`config.mk`:
```
export PLATFORM = sky130hd
export DESIGN_NAME = dpcm_audio_chunk_decoder
export DESIGN_NICKNAME = d
export VERILOG_FILES = /design/src/dacd_pkg.sv /design/src/dacd_queue.sv /design/src/dacd_front.sv /design/src/dacd_back.sv /design/src/dpcm_audio_chunk_decoder.sv
export SDC_FILE = /design/constraint.sdc
export NUM_CORES = 1
export LEC_CHECK = 0
export ABC_AREA = 1
export BUFFER_PORTS_ARGS = -buffer_cell sky130_fd_sc_hd__buf_4
export CAP_MARGIN = 20
export CORE_MARGIN = 1
export CORE_UTILIZATION = 55
export DETAILED_ROUTE_END_ITERATION = 16
export GPL_TIMING_DRIVEN = 1
export PLACE_DENSITY_LB_ADDON = 0.1
export SYNTH_ARGS = -nofsm -noshare
export SYNTH_HDL_FRONTEND = slang
export SYNTH_SLANG_ARGS = --single-unit
```
`constraint.sdc`:
```
create_clock -name clock -period 14.15 [get_ports clock]
set_input_delay 0.7075 -clock clock [delete_from_list [all_inputs] [get_ports clock]]
set_output_delay 0.7075 -clock clock [all_outputs]
set_load 0.05 [all_outputs]
```
`src/dacd_pkg.sv`:
```
// shared types and constants of the dpcm audio chunk decoder
// no dependencies
package dacd_pkg;

   localparam int BYTE_W   = 8;
   localparam int ID_W     = 16;
   localparam int OFFS_W   = 10;
   localparam int LEVEL_W  = 16;
   localparam int PWM_W    = 11;
   localparam int FRAMES_W = 16;
   localparam int SHIFT    = 6;

   localparam int MID_DEPTH = 4;
   localparam int OUT_DEPTH = 2;

   // configuration register indexes
   localparam int CSR_IDX_W = 2;
   localparam logic [CSR_IDX_W-1:0] CSR_MONO_ID       = 2'd0;
   localparam logic [CSR_IDX_W-1:0] CSR_STEREO_ID     = 2'd1;
   localparam logic [CSR_IDX_W-1:0] CSR_OUTPUT_OFFSET = 2'd2;

   localparam logic [ID_W-1:0]   MONO_ID_RST       = 16'd4128;
   localparam logic [ID_W-1:0]   STEREO_ID_RST     = 16'd4129;
   localparam logic [OFFS_W-1:0] OUTPUT_OFFSET_RST = 10'd2;

   typedef enum logic [2:0] {
      PH_HUNT_A,
      PH_HUNT_B,
      PH_HUNT_C,
      PH_LENGTH,
      PH_LEVELS,
      PH_SAMPLES
   } phase_type;

   typedef enum logic [1:0] {
      OP_SAMPLE,
      OP_INIT_MONO,
      OP_INIT_STEREO
   } op_type;

   // front to back command; data holds the sample byte in its low byte
   // or the two level bytes {second, first}
   typedef struct packed {
      op_type              op;
      logic [LEVEL_W-1:0]  data;
      logic                chan;
      logic                last;
   } cmd_type;

   typedef struct packed {
      logic [PWM_W-1:0] pwm;
      logic             chan;
      logic             last;
   } rsp_type;

   typedef struct packed {
      logic full;
      logic empty;
   } q_status_type;

endpackage

```
`src/dacd_queue.sv`:
```
// small first-in first-out queue of packed beats
// depends on dacd_pkg for the status struct
module dacd_queue
   import dacd_pkg::*;
#(
   parameter int Width = 8,
   parameter int Depth = 2
) (
   input  logic             clock,
   input  logic             reset,
   input  logic             push,
   input  logic [Width-1:0] din,
   input  logic             pop,
   output logic [Width-1:0] dout,
   output q_status_type     status
);

   localparam int PtrW = (Depth > 1) ? $clog2(Depth) : 1;
   localparam int CntW = $clog2(Depth + 1);

   logic [Width-1:0] mem_ff [Depth];
   logic [PtrW-1:0]  wr_ptr_ff, wr_ptr_in;
   logic [PtrW-1:0]  rd_ptr_ff, rd_ptr_in;
   logic [CntW-1:0]  count_ff, count_in;
   logic             wr, rd;

   assign status.full  = (count_ff == CntW'(Depth));
   assign status.empty = (count_ff == '0);
   assign wr   = push & ~status.full;
   assign rd   = pop & ~status.empty;
   assign dout = mem_ff[rd_ptr_ff];

   always_comb begin
      wr_ptr_in = wr_ptr_ff;
      rd_ptr_in = rd_ptr_ff;
      count_in  = count_ff;
      if (wr) begin
         wr_ptr_in = (wr_ptr_ff == PtrW'(Depth - 1)) ? '0 : wr_ptr_ff + 1'b1;
      end
      if (rd) begin
         rd_ptr_in = (rd_ptr_ff == PtrW'(Depth - 1)) ? '0 : rd_ptr_ff + 1'b1;
      end
      if (wr && !rd) begin
         count_in = count_ff + 1'b1;
      end else if (rd && !wr) begin
         count_in = count_ff - 1'b1;
      end
   end

   always_ff @(posedge clock) begin
      if (reset) begin
         wr_ptr_ff <= '0;
         rd_ptr_ff <= '0;
         count_ff  <= '0;
      end else begin
         wr_ptr_ff <= wr_ptr_in;
         rd_ptr_ff <= rd_ptr_in;
         count_ff  <= count_in;
      end
   end

   always_ff @(posedge clock) begin
      if (wr) begin
         mem_ff[wr_ptr_ff] <= din;
      end
   end

endmodule

```
`src/dacd_front.sv`:
```
// stream parser: id hunt, length and level header, sample classification
// depends on dacd_pkg
module dacd_front
   import dacd_pkg::*;
(
   input  logic              clock,
   input  logic              reset,
   input  logic              beat,
   input  logic [BYTE_W-1:0] stream_byte,
   input  logic [ID_W-1:0]   mono_id,
   input  logic [ID_W-1:0]   stereo_id,
   output logic              cmd_push,
   output cmd_type           cmd
);

   phase_type            phase_ff, phase_in;
   logic [15:0]          held_ff, held_in;
   logic [1:0]           count_ff, count_in;
   logic [FRAMES_W-1:0]  frames_ff, frames_in;
   logic                 stereo_ff, stereo_in;
   logic                 right_ff, right_in;

   logic [ID_W-1:0]      cand;
   logic                 hit_mono, hit_stereo, hit;
   logic [FRAMES_W-1:0]  len_val;
   logic [FRAMES_W-1:0]  frames_dec;
   logic                 frames_done;

   always_comb begin
      cand = (phase_ff == PH_HUNT_C) ? {stream_byte, held_ff[15:8]}
                                     : {stream_byte, held_ff[7:0]};
   end

   assign hit_mono    = (cand == mono_id);
   assign hit_stereo  = (cand == stereo_id);
   assign hit         = hit_mono | hit_stereo;
   assign frames_dec  = frames_ff - 1'b1;
   assign frames_done = (frames_dec == '0);

   // length byte folded into the count, saturating on the upper bytes
   always_comb begin
      unique case (count_ff)
         2'd0:    len_val = {8'h00, stream_byte};
         2'd1:    len_val = {stream_byte, frames_ff[7:0]};
         default: len_val = (stream_byte != '0) ? '1 : frames_ff;
      endcase
   end

   // next state
   always_comb begin
      phase_in = phase_ff;
      if (beat) begin
         unique case (phase_ff)
            PH_HUNT_B:  phase_in = hit ? PH_LENGTH : PH_HUNT_C;
            PH_HUNT_C:  phase_in = hit ? PH_LENGTH : PH_HUNT_A;
            PH_LENGTH:  phase_in = (count_ff == 2'd3) ? PH_LEVELS : PH_LENGTH;
            PH_LEVELS: begin
               if (count_ff != '0) begin
                  phase_in = (frames_ff != '0) ? PH_SAMPLES : PH_HUNT_A;
               end
            end
            PH_SAMPLES: begin
               if ((!stereo_ff || right_ff) && frames_done) begin
                  phase_in = PH_HUNT_A;
               end
            end
            default:    phase_in = PH_HUNT_B;
         endcase
      end
   end

   // datapath and command outputs
   always_comb begin
      held_in   = held_ff;
      count_in  = count_ff;
      frames_in = frames_ff;
      stereo_in = stereo_ff;
      right_in  = right_ff;
      cmd_push  = 1'b0;
      cmd.op    = OP_SAMPLE;
      cmd.data  = {8'h00, stream_byte};
      cmd.chan  = 1'b0;
      cmd.last  = 1'b0;
      if (beat) begin
         unique case (phase_ff) inside
            PH_HUNT_B, PH_HUNT_C: begin
               if (hit) begin
                  stereo_in = ~hit_mono;
                  count_in  = '0;
               end else if (phase_ff == PH_HUNT_B) begin
                  held_in = {stream_byte, held_ff[7:0]};
               end
            end
            PH_LENGTH: begin
               frames_in = len_val;
               if (count_ff == 2'd3) begin
                  if (stereo_ff) begin
                     frames_in = len_val >> 1;
                  end
                  count_in = '0;
               end else begin
                  count_in = count_ff + 1'b1;
               end
            end
            PH_LEVELS: begin
               if (count_ff == '0) begin
                  held_in  = {8'h00, stream_byte};
                  count_in = 2'd1;
               end else begin
                  cmd_push = 1'b1;
                  cmd.op   = stereo_ff ? OP_INIT_STEREO : OP_INIT_MONO;
                  cmd.data = {stream_byte, held_ff[7:0]};
                  right_in = 1'b0;
                  count_in = '0;
               end
            end
            PH_SAMPLES: begin
               cmd_push = 1'b1;
               if (stereo_ff && right_ff) begin
                  cmd.chan  = 1'b1;
                  right_in  = 1'b0;
                  frames_in = frames_dec;
                  cmd.last  = frames_done;
               end else if (stereo_ff) begin
                  right_in = 1'b1;
               end else begin
                  frames_in = frames_dec;
                  cmd.last  = frames_done;
               end
            end
            default: held_in = {8'h00, stream_byte};
         endcase
      end
   end

   always_ff @(posedge clock) begin
      if (reset) begin
         phase_ff  <= PH_HUNT_A;
         held_ff   <= '0;
         count_ff  <= '0;
         frames_ff <= '0;
         stereo_ff <= 1'b0;
         right_ff  <= 1'b0;
      end else begin
         phase_ff  <= phase_in;
         held_ff   <= held_in;
         count_ff  <= count_in;
         frames_ff <= frames_in;
         stereo_ff <= stereo_in;
         right_ff  <= right_in;
      end
   end

endmodule

```
`src/dacd_back.sv`:
```
// channel levels: square-law delta, clamp, scaling to the output code
// depends on dacd_pkg
module dacd_back
   import dacd_pkg::*;
(
   input  logic              clock,
   input  logic              reset,
   input  logic              cmd_valid,
   input  cmd_type           cmd,
   output logic              cmd_take,
   input  logic              out_full,
   input  logic [OFFS_W-1:0] output_offset,
   output logic              out_push,
   output rsp_type           out_rsp
);

   logic [LEVEL_W-1:0] left_ff, left_in;
   logic [LEVEL_W-1:0] right_ff, right_in;
   logic [LEVEL_W-1:0] level_old, level_new;
   logic [6:0]         mag;
   logic [13:0]        sq;
   logic [LEVEL_W:0]   sum;
   logic               is_sample;

   assign is_sample = (cmd.op == OP_SAMPLE);
   assign cmd_take  = cmd_valid & (~is_sample | ~out_full);
   assign out_push  = cmd_take & is_sample;

   assign level_old = cmd.chan ? right_ff : left_ff;
   assign mag       = cmd.data[6:0];
   assign sq        = mag * mag;
   assign sum       = {1'b0, level_old} + {3'b000, sq};

   always_comb begin
      if (cmd.data[7]) begin
         level_new = (level_old >= {2'b00, sq}) ? level_old - {2'b00, sq} : '0;
      end else begin
         level_new = sum[LEVEL_W] ? '1 : sum[LEVEL_W-1:0];
      end
   end

   assign out_rsp.pwm  = {1'b0, output_offset} + PWM_W'(level_new >> SHIFT);
   assign out_rsp.chan = cmd.chan;
   assign out_rsp.last = cmd.last;

   always_comb begin
      left_in  = left_ff;
      right_in = right_ff;
      if (cmd_take) begin
         unique case (cmd.op)
            OP_SAMPLE: begin
               if (cmd.chan) begin
                  right_in = level_new;
               end else begin
                  left_in = level_new;
               end
            end
            OP_INIT_MONO:   left_in = cmd.data ^ 16'h8000;
            OP_INIT_STEREO: begin
               left_in  = {cmd.data[15:8] ^ 8'h80, 8'h00};
               right_in = {cmd.data[7:0] ^ 8'h80, 8'h00};
            end
            default: ;
         endcase
      end
   end

   always_ff @(posedge clock) begin
      if (reset) begin
         left_ff  <= '0;
         right_ff <= '0;
      end else begin
         left_ff  <= left_in;
         right_ff <= right_in;
      end
   end

endmodule

```
`src/dpcm_audio_chunk_decoder.sv`:
```
// a sample beat passes the command queue and then the result queue, both registered, before it shows on the rsp ports
// throughput: one stream byte per cycle while full is low, set by the combinational square,
// add and clamp path in the level unit; full rises only when the command queue fills
// header bytes give no result; they only pass level set-up through the queue
// reset is synchronous: queues empty, parser hunting, registers at defaults
module dpcm_audio_chunk_decoder
   import dacd_pkg::*;
#(
   parameter int MidDepth = MID_DEPTH,
   parameter int OutDepth = OUT_DEPTH
) (
   input  logic                 clock,
   input  logic                 reset,
   // input stream
   input  logic                 push,
   output logic                 full,
   input  logic [BYTE_W-1:0]    req_stream_byte,
   // results
   output logic                 empty,
   input  logic                 pop,
   output logic [PWM_W-1:0]     rsp_pwm_sample,
   output logic                 rsp_channel,
   output logic                 rsp_chunk_end,
   // configuration writes
   input  logic                 csr_we,
   input  logic [CSR_IDX_W-1:0] csr_index,
   input  logic [ID_W-1:0]      csr_wdata
);

   // configuration registers
   logic [ID_W-1:0]   mono_id_ff, mono_id_in;
   logic [ID_W-1:0]   stereo_id_ff, stereo_id_in;
   logic [OFFS_W-1:0] offset_ff, offset_in;

   // front to back
   logic          beat;
   logic          front_push;
   cmd_type       front_cmd;
   cmd_type       mid_head;
   q_status_type  mid_status;
   logic          back_take;

   // back to result queue
   logic          back_push;
   rsp_type       back_rsp;
   rsp_type       out_head;
   q_status_type  out_status;

   // register writes, unknown indexes are dropped
   always_comb begin
      mono_id_in   = mono_id_ff;
      stereo_id_in = stereo_id_ff;
      offset_in    = offset_ff;
      if (csr_we) begin
         unique case (csr_index)
            CSR_MONO_ID:       mono_id_in   = csr_wdata;
            CSR_STEREO_ID:     stereo_id_in = csr_wdata;
            CSR_OUTPUT_OFFSET: offset_in    = csr_wdata[OFFS_W-1:0];
            default: ;
         endcase
      end
   end

   always_ff @(posedge clock) begin
      if (reset) begin
         mono_id_ff   <= MONO_ID_RST;
         stereo_id_ff <= STEREO_ID_RST;
         offset_ff    <= OUTPUT_OFFSET_RST;
      end else begin
         mono_id_ff   <= mono_id_in;
         stereo_id_ff <= stereo_id_in;
         offset_ff    <= offset_in;
      end
   end

   // a beat is taken whenever the command queue has room, even if
   // the byte turns out to be header that pushes nothing
   assign full = mid_status.full;
   assign beat = push & ~full;

   dacd_front u_front (
      .clock       (clock),
      .reset       (reset),
      .beat        (beat),
      .stream_byte (req_stream_byte),
      .mono_id     (mono_id_ff),
      .stereo_id   (stereo_id_ff),
      .cmd_push    (front_push),
      .cmd         (front_cmd)
   );

   // decouples parsing from level arithmetic and result back-pressure
   dacd_queue #(
      .Width (($bits(cmd_type))),
      .Depth (MidDepth)
   ) u_mid_q (
      .clock  (clock),
      .reset  (reset),
      .push   (front_push),
      .din    (front_cmd),
      .pop    (back_take),
      .dout   (mid_head),
      .status (mid_status)
   );

   // level init commands drain even while the result queue is full
   dacd_back u_back (
      .clock         (clock),
      .reset         (reset),
      .cmd_valid     (~mid_status.empty),
      .cmd           (mid_head),
      .cmd_take      (back_take),
      .out_full      (out_status.full),
      .output_offset (offset_ff),
      .out_push      (back_push),
      .out_rsp       (back_rsp)
   );

   // result queue parts the level unit from the consumer
   dacd_queue #(
      .Width (($bits(rsp_type))),
      .Depth (OutDepth)
   ) u_out_q (
      .clock  (clock),
      .reset  (reset),
      .push   (back_push),
      .din    (back_rsp),
      .pop    (pop),
      .dout   (out_head),
      .status (out_status)
   );

   assign empty          = out_status.empty;
   assign rsp_pwm_sample = out_head.pwm;
   assign rsp_channel    = out_head.chan;
   assign rsp_chunk_end  = out_head.last;

endmodule

```
# Word-level counts from Yosys, hierarchy flattened
# Memories as Yosys holds them, arrays and structs flattened. A register that Yosys moved wholly into a read port is not among the register bits.
# Index checks and enable logic that the tools add are counted.
# word_totals
register_bits	124
latch_bits	0
ramBits	106
rom_bits	0
in_bits	31
output_inout_bits	15
word_cells	186
mem_count	2
# mem_list
memory	words	word_bits	read_ports	rd_ports_with_merged_regs	write_ports	line	text
u_mid_q.mem_ff	4	20	1	1	1	dacd_queue.sv:21	logic [Width-1:0] mem_ff [Depth];
u_out_q.mem_ff	2	13	1	1	1	dacd_queue.sv:21	
# classes
add_sub_neg	13
mul	1
div_mod_pow	0
order_cmp	1
n_eq_ne	28
n_shift	0
mux	62
bitwise	19
reduce_logical	42
# ops
operator	n
16-bit two-way mux	14
16-bit case mux with 2 select lines	3
16-bit case mux with 3 select lines	2
18-bit two-way mux	2
16-bit == test	2
2-bit two-way mux	11
20-bit two-way mux	1
1-bit two-way mux	18
3-bit two-way mux	6
3-bit AND reduction	6
16-bit by 14-bit adder with 17-bit output	1
16-bit by 14-bit >= comparator with 1-bit output	1
16-bit zero test	1
16-bit nonzero test	1
16-bit by 1-bit subtractor with 16-bit output (second input constant)	1
16-bit by 14-bit subtractor with 16-bit output	1
3-bit case mux with 5 select lines	1
7-bit by 7-bit multiplier with 14-bit output	1
2-bit == test (second input constant)	6
2-bit nonzero test	6
10-bit by 10-bit adder with 11-bit output	1
2-bit by 1-bit != test with 1-bit output (second input constant)	5
1-bit NOT	10
3-bit == test (second input constant)	3
27 further kinds	62

# Depth between registers and ports, before layout
# logic_depth
word_depth	10
depth_mapped	50
ltp_nobuf	47

# Cells and area by module
# Synthesis repeated with hierarchy kept, for this count alone.
# hier_totals
hier_cells	2052
hier_area_um2	15192.1
# by_module_without_submodules
mod	n_inst	cells_each	area_each_um2	seq_area_each_um2
dacd_back	1	843	5317.6	640.6
dacd_front	1	600	3484.6	780.7
dacd_queue at u_mid_q	1	265	3444.6	2582.5
dpcm_audio_chunk_decoder	1	267	1760.4	840.8
dacd_queue at u_out_q	1	77	1184.9	880.8

# Worst setup path after synthesis
# OpenSTA, ideal clock, no wires.
# synth_path
kind	flip-flop to flip-flop
from	register with a tool-made name
to	memory u_out_q.mem_ff[0][11] in the netlist's numbering, data pin
setup_time_ns	0.261
t_arrival_ns	7.767
t_required_ns	13.889
path_slack_ns	6.122
stages_incl_launch_ff	49
n_path_buf	5
period_less_slack_ns	8.028
path_cell_list	dfxtp_1 buf_6 buf_2 buf_2 a21oi_1 a32oi_1 nand2_1 xor2_1 inv_1 ha_1 inv_1 fa_1 inv_1 fa_1 inv_1 fa_1 inv_1 ha_1 [... 13 more ...] o21ai_0 a21oi_1 nand2_2 buf_6 a21oi_2 nor2_2 ha_1 a21oi_1 nand2_1 a21oi_1 o21bai_1 nand2_1 nand2_1 a21oi_1 nor2_1 o21ai_0 nand2_1 xor2_1
# synth_lines
element	line
end, declared	dacd_queue.sv:21

==> impl_metrics.toml <==
[cts]
clock_path_buffers = 3
cts_max_level = 1
numCtsBuffers = 24
cts_root_buf = "clkbuf_16"
post-cts-setup-buffers = 0
cts-resized-gates = 0
clock-sinks = 233
clock_latency_ns = 0.53
ctsHoldBuffers = 0
cts.reportedPaths.clkPinSlew_ns = 0.06
tritoncts = "done"

[sta]
finalSetupViolations = 0
slew_viol_final = 0
finalHoldViolCount = 0
rsz0062_at_grt = "no"
final.period_utilization = 0.698
layout_setup_ws_ns = 4.28
max_slew_margin = 0.391
finClkSkew_ns = 0.0234
period_needed_ns = 9.87
tns_ns = 0
whs_ns = 0.406
fmax_ghz = 0.101
worstMarginPinSlew_ns = 0.904

[routing]
drt_wl_total_mm = 38.8
routed-via-count = 12300
drcViolationCount = 0
dr.pass1.iters = 7
drtIter0Drc = 918
ant_nets = 0
vias_per_cell = 5.62
wl_per_cell_um = 17.7

[floorplanning]
pin_count = 46
die_w_um = 163
die_height_um = 163
row_count = 58
core_area_mm2 = 0.0253
die_area_mm2 = 0.0264
start_util = 0.562

[final_layout]
fillers = 2314
final_area_mm2 = 0.0155
nets = 1975
layout-drive-gt1-share = 0.0771
diodes = 0
area_delta_synth_final_pct = 9.16

[synth]
synthAdderAreaFrac = 0.0917
synth_compound_area_frac = 0.156
synth_edf_count = 106
yosysSeqAreaShare = 0.403
avgSynthCellArea_um2 = 7.73
yosys.area_share.xor_xnor = 0.0414
synth_warnings = 0
synth_area_leaders = "edfxtp_1, dfxtp_1, nand2_1"
yosysTopAreaCell = "edfxtp_1"
syn-num-nets = 1962
synth_top_area_frac = 0.224
synth_flop_cell = "dfxtp_1"
post_synth_and_or_nand_nor_area_fraction = 0.217
synthCells = 1836
muxShareOfSynthArea = 0.0103
postSynth.asyncResetShare = 0
yosysUniqueCellTypes = 55
ys_seq_elements = 233
synth_top_family_by_area = "simple AND/OR/NAND/NOR gates"
synthesis.area_mm2 = 0.0142

[global_route]
grt_max_degree = 45
grt_pass1_wl_mm = 61.8
antenna_found_initial = 0
track_usage = 0.297
grt-ovfl-total = 0
grt_pass1_vias = 11900

[flow_run]
cap_violations = 0

[placed_design]
dpl.hpwl_mm = 28.8
io_buffers = 45
placed_area_mm2 = 0.0147
gp_congestion = 0.943
dp_slack_ns = 4.40

[setup_path]
critPathLaunchType = "flip-flop"
cp.required_ns = 14.41
worstSetupEndpoint = "u_out_q.mem_ff[0][11]$_DFFE_PP_"
r2r.worst_path.cells = 44
slowest_delay_ns = 0.77
crit_path_max_fanout = 24
r2r_setup_slack_ns = 4.28
arrival_ns = 10.13
criticalPathCategory = "flip-flop to flip-flop"
r2r_end = "u_out_q.mem_ff[0][11]$_DFFE_PP_"
worstSetupEndpointType = "flip-flop"
critPathTopFamily = "adder cells"
cp_num_buf_inv = 8
worst-path-stages = 44
cp_slowest_cell = "dfxtp_1"

[hold_path]
hold_class = "primary input to flip-flop"

[status]
status = "finished clean"
[flip-flops by register name, summed over array words and instances, names as in the netlist, 3 cells and up, named ones only]
signal             cells
u_mid_q.mem_ff        80
u_out_q.mem_ff        26
mono_id_ff            16
stereo_id_ff          16
u_back.left_ff        16
u_back.right_ff       16
u_front.frames_ff     16
u_front.held_ff       16
offset_ff             10
u_front.phase_ff       3
u_mid_q.count_ff       3
[cells by family (layout without fill, tap and decap cells)]
logic type | after synthesis | in the layout
flip-flops | 233 | 233
AO/OA/AOI/OAI | 393 | 393
buffers and inverters | 293 | 324
multiplexers | 13 | 13
XOR/XNOR | 67 | 67
AND/OR/NAND/NOR | 742 | 742
adder cells (fa/ha/maj) | 95 | 95
[worst reg2reg max path: cells and delay by family, from the launching register on]
kind                       cells  cell delay [ns]
adders and majority gates      7             3.01
AOI/OAI and AO/OA             13             2.69
and+or+nand+nor               13             1.40
buffers and inverters          8             1.29
DFF                            1             0.77
xor gates and xnor gates       3             0.43
[cells in the final DEF (no fill, tap or decap), drive strengths merged, types with 9 or more instances in the layout]
cell type	n
nand2	395
inv	219
nor2	196
a21oi	179
o21ai	146
dfxtp	127
edfxtp	106
nand3	95
ha	80
buf	57
xor2	44
clkbuf	35
nor3	25
xnor2	23
fa	15
a221oi	14
mux2	13
nand4	11
clkinv	11
nor4	9
[Yosys cell counts (5+ instances only)]
library cell / number
nor3_1: 25
inv_1: 213
buf_2: 7
a22oi_1: 6
buf_6: 5
edfxtp_1: 106
inv_2: 6
dfxtp_1: 127
nand4_1: 11
a21oi_1: 177
mux2_2: 13
xnor2_1: 23
a32oi_1: 6
o21bai_1: 6
nand2_1: 389
o21ai_1: 5
a31oi_1: 6
ha_1: 80
nor2_1: 193
nor4_1: 9
fa_1: 15
xor2_1: 44
a221oi_1: 14
o211ai_1: 7
o21ai_0: 136
clkbuf_1: 52
nand3_1: 93
buf_1: 6
a21o_1: 5
[layer usage]
metal / wire (µm) / global-route usage
met2: 18900 / 0.517
met1: 16400 / 0.383
met4: 1210 / 0.0943
met5: 0 / 0
met3: 2300 / 0.0349
[stage by stage]
| stage | cells | util |
|---|---|---|
| floorplan | 1836 | - |
| global placement | 2150 | 0.583 |
| CTS | 2195 | 0.613 |
| global route | 2197 | 0.613 |
| finish | 2197 | 0.613 |
| detailed placement | 2151 | 0.583 |
[final cells by class]
type,count,area (µm²),share of cell area
Multi-Input combinational cell,1310,7330,0.473
Timing Repair Buffer,57,439,0.0283
Clock inverter,9,58.8,0.00380
Tap cell,330,413,0.0267
Inverter,223,837,0.0540
Clock buffer,35,683,0.0441
Sequential cell,233,5730,0.370
[how the worst min path moves through the flow]
stage,slack (ns),to,from,cells past startpoint
final,0.41,stereo_id_ff[12]$_SDFFE_PP1P_,csr_wdata[12],3
after global routing,0.42,mono_id_ff[14]$_SDFFE_PP0P_,csr_wdata[14],3
after global placement,0.45,u_front.held_ff[11]$_SDFFE_PP0P_,u_front.held_ff[11]$_SDFFE_PP0P_,2
after floorplan,0.44,u_front.held_ff[0]$_SDFFE_PP0P_,u_front.held_ff[0]$_SDFFE_PP0P_,2
after CTS,0.39,stereo_id_ff[12]$_SDFFE_PP1P_,csr_wdata[12],3
after detailed placement,0.45,u_front.held_ff[11]$_SDFFE_PP0P_,u_front.held_ff[11]$_SDFFE_PP0P_,2
Power is left out: the tool's default activity adds up to more than one toggle a clock period on the data nets, which glitch-free logic cannot reach.
